$ cat src/alr_pkg.sv
// Package for the antialiased line rasterizer: widths, payload structs,
// controller/datapath command and status types. No dependencies.
package alr_pkg;
  localparam int CoordBits = 12;
  localparam int FracBits = 24;
  localparam int CovBits = 8;
  localparam int OutBits = CoordBits + 1;
  localparam int InterpBits = CoordBits + FracBits + 2;
  localparam int SlopeBits = FracBits + 3;
  localparam int DivBits = CoordBits + FracBits;

  localparam logic CMD_NEW_LINE = 1'b0;
  localparam logic CMD_ADVANCE = 1'b1;

  typedef struct packed {
    logic                 cmd;
    logic [CoordBits-1:0] start_x;
    logic [CoordBits-1:0] start_y;
    logic [CoordBits-1:0] end_x;
    logic [CoordBits-1:0] end_y;
  } in_beat_t;

  typedef struct packed {
    logic [OutBits-1:0] pixel_a_x;
    logic [OutBits-1:0] pixel_a_y;
    logic [OutBits-1:0] pixel_b_x;
    logic [OutBits-1:0] pixel_b_y;
    logic [CovBits-1:0] coverage_a;
    logic [CovBits-1:0] coverage_b;
    logic               last_column;
  } out_beat_t;

  // Controller to datapath commands
  typedef struct packed {
    logic setup;      // latch endpoints, order them, load divider
    logic div_step;   // one restoring division step
    logic finish;     // apply gradient, build first endpoint column
    logic emit_end;   // build second endpoint column
    logic emit_mid;   // build interior column and advance
  } dp_cmd_t;

  typedef struct packed {
    logic div_done;
    logic has_interior;  // major_position < major_end
    logic mid_last;      // major_position + 1 >= major_end
  } dp_status_t;
endpackage

$ cat src/alr_datapath.sv
// Datapath of the rasterizer: endpoint setup, serial gradient divider,
// interpolator and column formatting. Depends on alr_pkg.
module alr_datapath (
  input  logic               clk,
  input  alr_pkg::in_beat_t  in_beat,
  input  alr_pkg::dp_cmd_t   cmd,
  output alr_pkg::dp_status_t status,
  output alr_pkg::out_beat_t column
);
  localparam int CB = alr_pkg::CoordBits;
  localparam int FB = alr_pkg::FracBits;
  localparam int OB = alr_pkg::OutBits;
  localparam int IB = alr_pkg::InterpBits;
  localparam int SB = alr_pkg::SlopeBits;
  localparam int DB = alr_pkg::DivBits;
  localparam int CntBits = $clog2(DB + 1);

  logic          steep;
  logic          neg;
  logic [CB-1:0] n0;
  logic [OB-1:0] major_position;
  logic [OB-1:0] major_end;
  logic [OB-1:0] end_minor;
  logic [IB-1:0] interp_y;
  logic [SB-1:0] slope;
  logic [CB-1:0] dmaj;
  logic [DB-1:0] quot;
  logic [CB:0]   rem;
  logic [CntBits-1:0] cnt;

  // Setup: steepness and ordering of the endpoints
  logic [CB-1:0] adx, ady, j0, j1, m0, m1, sj0, sj1, sn0, sn1;
  logic          st;
  always_comb begin
    adx = (in_beat.start_x > in_beat.end_x) ? in_beat.start_x - in_beat.end_x
                                            : in_beat.end_x - in_beat.start_x;
    ady = (in_beat.start_y > in_beat.end_y) ? in_beat.start_y - in_beat.end_y
                                            : in_beat.end_y - in_beat.start_y;
    st = ady > adx;
    j0 = st ? in_beat.start_y : in_beat.start_x;
    m0 = st ? in_beat.start_x : in_beat.start_y;
    j1 = st ? in_beat.end_y : in_beat.end_x;
    m1 = st ? in_beat.end_x : in_beat.end_y;
    sj0 = (j0 > j1) ? j1 : j0;
    sj1 = (j0 > j1) ? j0 : j1;
    sn0 = (j0 > j1) ? m1 : m0;
    sn1 = (j0 > j1) ? m0 : m1;
  end

  // Restoring division step: shift in next dividend bit (MSB first)
  logic [CB+1:0] trial;
  always_comb begin
    trial = {rem, quot[DB-1]} - {2'b00, dmaj};
  end

  // Column formatting
  logic [OB-1:0] c_major, c_minor;
  logic [FB-1:0] frac;
  logic [FB:0]   rfrac;
  always_comb begin
    frac = interp_y[FB-1:0];
    rfrac = (FB+1)'(1) << FB;
    rfrac = rfrac - {1'b0, frac};
    c_major = major_position;
    c_minor = interp_y[FB +: OB];
    if (cmd.finish) begin
      c_major = major_position - OB'(1);
      c_minor = OB'(n0);
    end else if (cmd.emit_end) begin
      c_major = major_end;
      c_minor = end_minor;
    end
  end

  function automatic logic [alr_pkg::CovBits-1:0] sat_cov(input logic [FB:0] f);
    logic [FB+alr_pkg::CovBits:0] c;
    c = {f, {alr_pkg::CovBits{1'b0}}} >> FB;
    sat_cov = (c > {{(FB+1){1'b0}}, {alr_pkg::CovBits{1'b1}}})
              ? {alr_pkg::CovBits{1'b1}} : c[alr_pkg::CovBits-1:0];
  endfunction

  logic [alr_pkg::CovBits-1:0] half_cov;
  assign half_cov = sat_cov((FB+1)'(1) << (FB - 1));

  logic [OB-1:0] mb;
  logic [alr_pkg::CovBits-1:0] ca, cb;
  always_comb begin
    mb = c_minor + OB'(1);
    if (cmd.emit_mid) begin
      ca = sat_cov(rfrac);
      cb = sat_cov({1'b0, frac});
    end else begin
      ca = half_cov;
      cb = '0;
    end
  end

  logic [IB-1:0] slope_ext;
  assign slope_ext = {{(IB-SB){slope[SB-1]}}, slope};
  logic [SB-1:0] mag;
  assign mag = SB'(quot);

  // Register state and the output column
  always_ff @(posedge clk) begin
    if (cmd.setup) begin
      steep <= st;
      dmaj <= sj1 - sj0;
      neg <= sn1 < sn0;
      n0 <= sn0;
      major_end <= OB'(sj1);
      end_minor <= OB'(sn1);
      major_position <= OB'(sj0) + OB'(1);
      quot <= {((sn1 >= sn0) ? sn1 - sn0 : sn0 - sn1), {FB{1'b0}}};
      rem <= '0;
      cnt <= '0;
    end
    if (cmd.div_step) begin
      if (!trial[CB+1]) begin
        rem <= trial[CB:0];
        quot <= {quot[DB-2:0], 1'b1};
      end else begin
        rem <= {rem[CB-1:0], quot[DB-1]};
        quot <= {quot[DB-2:0], 1'b0};
      end
      cnt <= cnt + CntBits'(1);
    end
    if (cmd.finish) begin
      // coincident endpoints: a zero divisor fills the quotient, force zero
      slope <= (dmaj == '0) ? '0 : (neg ? SB'(0) - mag : mag);
      interp_y <= neg ? ({{(IB-CB){1'b0}}, n0} << FB) - IB'(dmaj == '0 ? '0 : mag)
                      : ({{(IB-CB){1'b0}}, n0} << FB) + IB'(dmaj == '0 ? '0 : mag);
    end
    if (cmd.emit_mid) begin
      major_position <= major_position + OB'(1);
      interp_y <= interp_y + slope_ext;
    end
    if (cmd.finish || cmd.emit_end || cmd.emit_mid) begin
      column.pixel_a_x <= steep ? c_minor : c_major;
      column.pixel_a_y <= steep ? c_major : c_minor;
      column.pixel_b_x <= steep ? mb : c_major;
      column.pixel_b_y <= steep ? c_major : mb;
      column.coverage_a <= ca;
      column.coverage_b <= cb;
      column.last_column <= cmd.emit_end ? !(major_position < major_end)
                          : (cmd.emit_mid ? status.mid_last : 1'b0);
    end
  end

  assign status.div_done = (cnt == CntBits'(DB));
  assign status.has_interior = major_position < major_end;
  assign status.mid_last = (major_position + OB'(1)) >= major_end;
endmodule

$ cat src/alr_ctrl.sv
// Controller for the rasterizer: sequences setup, division and column
// output, and runs the output handshake. Depends on alr_pkg.
module alr_ctrl (
  input  logic                clk,
  input  logic                rst,
  input  logic                in_valid,
  input  logic                in_cmd,
  output logic                in_ready,
  output logic                out_valid,
  input  logic                out_ready,
  input  alr_pkg::dp_status_t status,
  output alr_pkg::dp_cmd_t    cmd
);
  typedef enum logic [1:0] {S_IDLE, S_DIV, S_OUT} state_t;
  typedef enum logic [1:0] {P_NONE, P_END, P_MID} phase_t;
  state_t state;
  phase_t phase;

  logic acc;
  assign in_ready = (state == S_IDLE) || (state == S_OUT && out_ready);
  assign acc = in_valid && in_ready;

  always_comb begin
    cmd = '0;
    if (acc && in_cmd == alr_pkg::CMD_NEW_LINE) cmd.setup = 1'b1;
    if (state == S_DIV && !status.div_done) cmd.div_step = 1'b1;
    if (state == S_DIV && status.div_done) cmd.finish = 1'b1;
    if (acc && in_cmd == alr_pkg::CMD_ADVANCE && phase == P_END) cmd.emit_end = 1'b1;
    if (acc && in_cmd == alr_pkg::CMD_ADVANCE && phase == P_MID && status.has_interior)
      cmd.emit_mid = 1'b1;
  end

  // Hold state, phase and output valid
  always_ff @(posedge clk) begin
    if (rst) begin
      state <= S_IDLE;
      phase <= P_NONE;
      out_valid <= 1'b0;
    end else if (cmd.finish) begin
      out_valid <= 1'b1;
      state <= S_OUT;
      phase <= P_END;
    end else if (acc) begin
      if (cmd.setup) begin
        out_valid <= 1'b0;
        state <= S_DIV;
      end else if (cmd.emit_end) begin
        out_valid <= 1'b1;
        state <= S_OUT;
        phase <= status.has_interior ? P_MID : P_NONE;
      end else if (cmd.emit_mid) begin
        out_valid <= 1'b1;
        state <= S_OUT;
        if (status.mid_last) phase <= P_NONE;
      end else begin
        out_valid <= 1'b0;
        state <= S_IDLE;
        phase <= P_NONE;
      end
    end else if (state == S_OUT && out_ready) begin
      out_valid <= 1'b0;
      state <= S_IDLE;
    end
  end
endmodule

$ cat src/antialiased_line_rasterizer.sv
// Top level of the antialiased line rasterizer: controller plus datapath.
// Depends on alr_pkg, alr_ctrl and alr_datapath.
//
// A new-line beat's first column appears once the divider finishes: the
// gradient comes from a one-bit-per-cycle restoring divider over 36 quotient
// bits. An advance beat yields its column in the cycle after acceptance, and
// the next beat is accepted in the cycle that column is taken, so columns
// stream at one per cycle under continuous ready. Advance beats with no
// line active produce nothing.
module antialiased_line_rasterizer (
  input  logic               clk,
  input  logic               rst,
  input  logic               in_valid,
  output logic               in_ready,
  input  alr_pkg::in_beat_t  in_data,
  output logic               out_valid,
  input  logic               out_ready,
  output alr_pkg::out_beat_t out_data
);
  alr_pkg::dp_cmd_t    cmd;
  alr_pkg::dp_status_t status;

  alr_ctrl u_ctrl (
    .clk(clk), .rst(rst), .in_valid(in_valid), .in_cmd(in_data.cmd),
    .in_ready(in_ready), .out_valid(out_valid), .out_ready(out_ready),
    .status(status), .cmd(cmd)
  );

  alr_datapath u_dp (
    .clk(clk), .in_beat(in_data), .cmd(cmd), .status(status), .column(out_data)
  );

  // Only one of the column builders fires in a cycle
  a_one_emit: assert property (@(posedge clk) disable iff (rst)
    $onehot0({cmd.finish, cmd.emit_end, cmd.emit_mid}))
    else $error("multiple column commands");
  // No column command while a result still waits
  a_no_overwrite: assert property (@(posedge clk) disable iff (rst)
    (out_valid && !out_ready) |-> !(cmd.finish || cmd.emit_end || cmd.emit_mid))
    else $error("column overwritten");
  // A setup is always followed by division work
  a_setup_div: assert property (@(posedge clk) disable iff (rst)
    cmd.setup |=> (cmd.div_step || cmd.setup))
    else $error("division did not start");
endmodule
$ cat config.mk
export PLATFORM = sky130hd
export DESIGN_NAME = antialiased_line_rasterizer
export DESIGN_NICKNAME = d
export VERILOG_FILES = /design/src/alr_pkg.sv /design/src/alr_datapath.sv /design/src/alr_ctrl.sv /design/src/antialiased_line_rasterizer.sv
export SDC_FILE = /design/constraint.sdc
export NUM_CORES = 1
export LEC_CHECK = 0
export BUFFER_PORTS_ARGS = -buffer_cell sky130_fd_sc_hd__buf_2
export CAP_MARGIN = 20
export CORE_ASPECT_RATIO = 1.2
export CORE_MARGIN = 4
export CORE_UTILIZATION = 33
export CTS_CLUSTER_DIAMETER = 30
export DETAILED_ROUTE_END_ITERATION = 8
export HOLD_SLACK_MARGIN = 0.08
export SYNTH_ARGS = -nofsm -noshare
export SYNTH_HDL_FRONTEND = slang
export SYNTH_SLANG_ARGS = --single-unit
$ cat constraint.sdc
create_clock -name clk -period 10.8 [get_ports clk]
set_input_delay 0 -clock clk [delete_from_list [all_inputs] [get_ports clk]]
set_output_delay 0 -clock clk [all_outputs]
set_load 0.02 [all_outputs]
Yosys cells after proc, flatten, opt, wreduce, memory -nomap -nowiden. Cells that the tools add are included.

Output and inout bits: 71. Flip-flop bits (word level): 257. Word-level logic and storage cells: 152. Bits of input ports: 53.

Reductions and logical operators: 26. Add/subtract/negate cells: 18. Equality and inequality tests: 8. Bitwise logic cells: 3. Magnitude comparators: 10. Multiplexer cells: 62.

Operators by type and width (count): $mux W13 (13); $mux W12 (11); $mux W38 (3); $sub A12 B12 Y12 (7); $mux W36 (2); $mux W27 (2); $gt A12 B12 Y1 (4); $add A36 B38 Y38 (1); $add A38 B38 Y38 (1); $sub A36 B38 Y38 (1); $sub A1 B27 Y27 const A (1); $add A13 B1 Y13 const B (2); $sub A25 B24 Y25 const A (1); $mux W2 (10); $mux W1 (17); $sub A14 B12 Y14 (1); $add A12 B1 Y13 const B (1); $ge A13 B12 Y1 (1); $lt A13 B12 Y1 (1); $sub A13 B1 Y13 const B (1); $ge A12 B12 Y1 (1); $logic_not A12 Y1 (1); $lt A12 B12 Y1 (1); $mux W6 (2); other kinds (20) (41).

Logic depth before layout (Yosys ltp).
Depth in word-level cells: 13. Mapped depth: 58. Gate-level depth less buffers: 45.

Cells and area by module. A second synthesis with hierarchy kept.

Cells, all modules: 2384. Area total of the unflattened synthesis: 21540.7 µm².

Modules (own cells, without submodules): alr_datapath (cells an instance 2352, area each 21252.9 µm², seq. area each 7537.2 µm², instances 1); alr_ctrl (cells an instance 32, area each 287.8 µm², seq. area each 80.1 µm², instances 1).

Least setup slack after synthesis. OpenSTA, ideal clock, no wires.

Path type: input -> register. Start point: in in_data[36] in the netlist's numbering. End point: reg u_dp.quot[33] (data pin). Required time: 10.534 ns. Cell stages on the path: 54. Setup time: 0.266 ns. Buffers on the path: 12. Slack: 0.372 ns. Arrival time: 10.162 ns. Cells stage by stage: inv_1 -> ha_1 -> inv_1 -> fa_1 -> a21o_1 -> a21o_1 -> a21o_1 -> a21oi_1 -> o211ai_1 -> nand3_1 -> nand2_1 -> buf_1 -> mux2i_1 -> nand2_1 -> a21o_1 -> a21oi_1 -> xnor2_1 -> ha_1 -> [... 18 more ...] -> buf_2 -> buf_2 -> clkbuf_1 -> clkbuf_1 -> mux2i_1 -> inv_1 -> fa_1 -> a21oi_1 -> nor2_1 -> nor2_1 -> o2bb2a_1 -> o221ai_1 -> a311o_1 -> buf_6 -> mux2_1 -> a31oi_1 -> xor2_1 -> o21ai_1.

Cells in the longest elaborated chain, start to end: 10. Elaborated cells between the ends (all ways): 18. Those cells by class: add/sub (4); order compare (4); mux (10).

Ends and longest elaborated chain: start, declared (line antialiased_line_rasterizer.sv:15) `input alr_pkg::in_beat_t in_data,`; $sub A12 B12 Y12, or another cell as far along (line alr_datapath.sv:36) `: in_beat.end_x - in_beat.start_x;`; $mux W12 (line alr_datapath.sv:35) `adx = (in_beat.start_x > in_beat.end_x) ? in_beat.start_x - in_beat.end_x`; $gt A12 B12 Y1 (line alr_datapath.sv:39) `st = ady > adx;`; $mux W12 (on tied branches) (line alr_datapath.sv:40, alr_datapath.sv:42); $gt A12 B12 Y1 (line alr_datapath.sv:46, alr_datapath.sv:47); $mux W12 (on tied branches) (line alr_datapath.sv:46, alr_datapath.sv:47); $sub A12 B12 Y12 or $ge A12 B12 Y1 (tied branches) (line alr_datapath.sv:113) `quot <= {((sn1 >= sn0) ? sn1 - sn0 : sn0 - sn1), {FB{1'b0}}};`; $mux W12 * (line alr_datapath.sv:113); $mux W36 * (line alr_datapath.sv:105) `if (cmd.setup) begin`; $mux W36 * (line alr_datapath.sv:117) `if (cmd.div_step) begin`; end signal, assigned (line alr_datapath.sv:113); end signal, assigned (line alr_datapath.sv:120) `quot <= {quot[DB-2:0], 1'b1};`; end signal, assigned (line alr_datapath.sv:123) `quot <= {quot[DB-2:0], 1'b0};`; end, declared (line alr_datapath.sv:27) `logic [DB-1:0] quot;`.

Mark *: on every way between the ends. The rest lies on a longest branch, timed or not. The select of a mux whose other input is x is not followed. A chain may end at the register's enable or synchronous reset.

Worst setup path after layout.
Start point: in in_data[12] in the netlist's numbering. End point: reg u_dp.quot[30] (data pin).

The elaborated chain is that of the path after synthesis.

==> flow_metrics.py <==
metrics = {
    "outcome": {
        "outcome": "completed",
    },
    "floorplanning": {
        "die_y_um": 283,
        "placementRows": 100,
        "ios": 124,
        "die_x_um": 238,
        "start_util_pct": 33.5,
        "core_mm2": 0.0623,
        "die_area_mm2": 0.0673,
    },
    "setup_path": {
        "crit_family": "compound AO/OA/AOI/OAI gates",
        "ff2ff_setup_slack_ns": 6.19,
        "max_stage_delay_ns": 0.58,
        "cpMostUsedCell": "a21o_1",
        "ff2ff_path_depth": 13,
        "worstPathRequired_ns": 11.10,
        "worst_path_max_delay_cell": "dlygate4sd3_1",
        "r2r_start": "u_dp.cnt[0]",
        "critPathMaxFanout": 23,
        "start_kind": "input port",
        "worstSetupEndpointType": "flop",
        "setup.worst_path.class": "in2reg",
        "crit_buf_inv": 8,
        "critPathArrivalTime_ns": 10.32,
        "worstReg2RegEnd": "u_dp.column[26]",
    },
    "hold_path": {
        "hold_end": "u_dp.major_end[8]",
        "hold_depth": 5,
        "hold_path_class": "in2reg",
        "hp-start": "in_data[32]",
    },
    "logic_synthesis": {
        "yosysSeqAreaShare_pct": 36.5,
        "synth-seq-cells": 255,
        "synth_edf_count": 251,
        "synth_warnings": 0,
        "syn-cell-area_mm2": 0.0209,
        "synth.avg_cell_area_um2": 8.99,
        "synth_top_area_share_pct": 36.1,
        "synth_cells": 2322,
        "yosys.cell_types.count": 84,
        "synth_fp_nets": 2557,
        "synth_area_leaders": "edfxtp_1, ha_1, a21oi_1",
        "synthArstFlopShare_pct": 0,
        "ys.flop_type": "edfxtp_1",
        "yosysTopAreaCell": "edfxtp_1",
    },
    "clock_tree": {
        "clock_sinks": 255,
        "ctsHtreeMaxLevel": 2,
        "cts_tree": "done",
        "numCtsBuffers": 53,
        "insertion_delay_ns": 0.56,
        "clockBufferDepth": 3,
        "postCtsSetupRepairBufs": 0,
        "cts-root-buf": "clkbuf_16",
        "clkTransAtPathRegs_ns": 0.05,
    },
    "power_and_ir_drop": {
        "ir_drop_mv": 0.230,
        "p_leak_nw": 10.2,
        "power_density_mw_per_mm2": 336,
        "p_total_mw": 8.26,
    },
    "detailed_routing": {
        "initialDrtViolationCount": 1390,
        "viasPerCell": 5.40,
        "drc_errors": 0,
        "wl_per_cell_um": 18.4,
        "ant_nets": 0,
        "dr.pass1.iters": 5,
        "drt_wl_total_um": 61200,
        "dr_total_vias": 17977,
    },
    "job": {
        "max-cap-violations": 0,
    },
    "place": {
        "post-dp-hpwl_um": 48000,
        "port_buffers": 123,
        "pre_cts_slack_ns": 0.387,
        "gp_congestion": 1.01,
        "placedCellCount": 3194,
        "dpl_cell_area_mm2": 0.0224,
    },
    "sta": {
        "setup_ws_ns": 0.774,
        "tightestPinTransition_ns": 1.07,
        "max_freq_mhz": 99.7,
        "finalHoldViolCount": 0,
        "maxSlewHeadroom_pct": 28.4,
        "period_needed_ns": 10.03,
        "rsz0062_at_grt": "false",
        "post-route-period-util_pct": 92.8,
        "setup_viol": 0,
        "drv_slew": 0,
        "finalSetupTns_ns": 0,
        "finalClockSkew_ns": 0.0293,
        "worst_hold_slack_ns": 0.0743,
    },
    "final_layout": {
        "final_common_cell": "edfxtp_1",
        "utilization_pct": 39.4,
        "drive_gt1_share_pct": 12.2,
        "final_cell_mix": "edfxtp_1, nand2_1, nor2_1",
        "nNetsFinal": 2706,
        "nFillCells": 6179,
        "finalInstanceArea_mm2": 0.0246,
        "final_cells": 3329,
        "synthToLayoutAreaGrowth_pct": 17.8,
    },
    "global_route": {
        "grt_first_pass_wirelength_um": 97300,
        "antenna_found_initial": 1,
        "grt_pass1_vias": 17785,
        "grtUsageTotal_pct": 17.6,
        "overflow": 0,
        "grt_max_degree": 59,
    },
}
## kinds of logic (layout without fill, tap and decap cells)
logic type / count (synthesis) / after routing / share of synthesized area, %
AND/OR/NAND/NOR: 747 / 747 / 16.5
XOR/XNOR: 152 / 152 / 6.38
adder cells (fa/ha/maj): 183 / 183 / 11.3
AO/OA/AOI/OAI: 612 / 612 / 18.4
multiplexers: 112 / 112 / 6.03
flip-flops: 255 / 255 / 36.5
other: 0 / 1 / 0
buffers and inverters: 261 / 451 / 4.86
## cell usage after synthesis (16+ instances only)
| library cell | instances |
|---|---|
| a21boi_0 | 17 |
| a21o_1 | 55 |
| a21oi_1 | 215 |
| a31oi_1 | 16 |
| and2_1 | 51 |
| and3_1 | 21 |
| clkbuf_1 | 70 |
| edfxtp_1 | 251 |
| ha_1 | 173 |
| inv_1 | 164 |
| mux2_2 | 18 |
| mux2i_1 | 84 |
| nand2_1 | 240 |
| nand2b_1 | 17 |
| nand3_1 | 57 |
| nand4_1 | 24 |
| nor2_1 | 230 |
| nor2b_1 | 18 |
| nor3_1 | 29 |
| o211ai_1 | 16 |
| o21a_1 | 23 |
| o21ai_0 | 131 |
| or3_1 | 18 |
| xnor2_1 | 84 |
| xor2_1 | 68 |
## worst max-delay path by stage
stage	from	cells past startpoint	slack, ns	to
3_3_place_gp	in_data[36]	43	0.65	u_dp.quot[30]
2_1_floorplan	in_data[36]	54	0.37	u_dp.quot[33]
3_5_place_dp	in_data[36]	42	0.39	u_dp.quot[30]
6_report	in_data[12]	47	0.77	u_dp.quot[30]
5_1_grt	in_data[12]	47	0.06	u_dp.quot[30]
4_1_cts	in_data[17]	42	0.12	u_dp.quot[30]
## flip-flops by register name, indices dropped and copies added, names as in the netlist, 12 cells and up
name / count
u_dp.interp_y: 37
u_dp.major_position: 13
u_dp.n0: 12
u_dp.major_end: 12
u_dp.quot: 36
u_dp.rem: 13
u_dp.end_minor: 12
u_dp.column: 69
u_dp.slope: 27
u_dp.dmaj: 12
## power breakdown
group	switching [mW]	total, mW	internal [mW]
Combinational	2.98	4.99	2.02
Clock	0.555	1.62	1.06
Sequential	0.141	1.65	1.51
Total	3.67	8.26	4.59
## routing by layer
metal	wire length [um]	share of wire (%)	up-vias	global-route usage [%]
met5	13	0.021	-	0
li1	-	-	8709	-
met1	26500	43	8528	23.1
met4	2380	3.9	2	6.76
met2	28900	47	618	29.8
met3	3390	5.5	120	1.90
## final cells by class
type	count	area (um2)	area share (%)
Multi-Input combinational cell	1806	12300	50.0
Sequential cell	255	7620	31.0
Clock buffer	57	1360	5.54
Timing Repair Buffer	190	1230	4.99
Tap cell	816	1020	4.15
Inverter	165	624	2.54
Clock inverter	39	430	1.75
Antenna cell	1	2.50	0.0102
## tightest hold or removal path, stage by stage
cell and delay (ns):
buf_2 0.12, nand2_1 0.06, o21ai_1 0.12, nor2_1 0.12, a21oi_1 0.05
## what timing repair did
| action | 4_1_cts | 5_1_grt |
|---|---|---|
| resized for setup | 0 | 13 |
| hold buffers | 38 | 0 |
| endpoints found under the setup margin | 0 | 11 |
| hold endpoints to repair | 24 | 0 |
(Power assumes the default switching activity.)
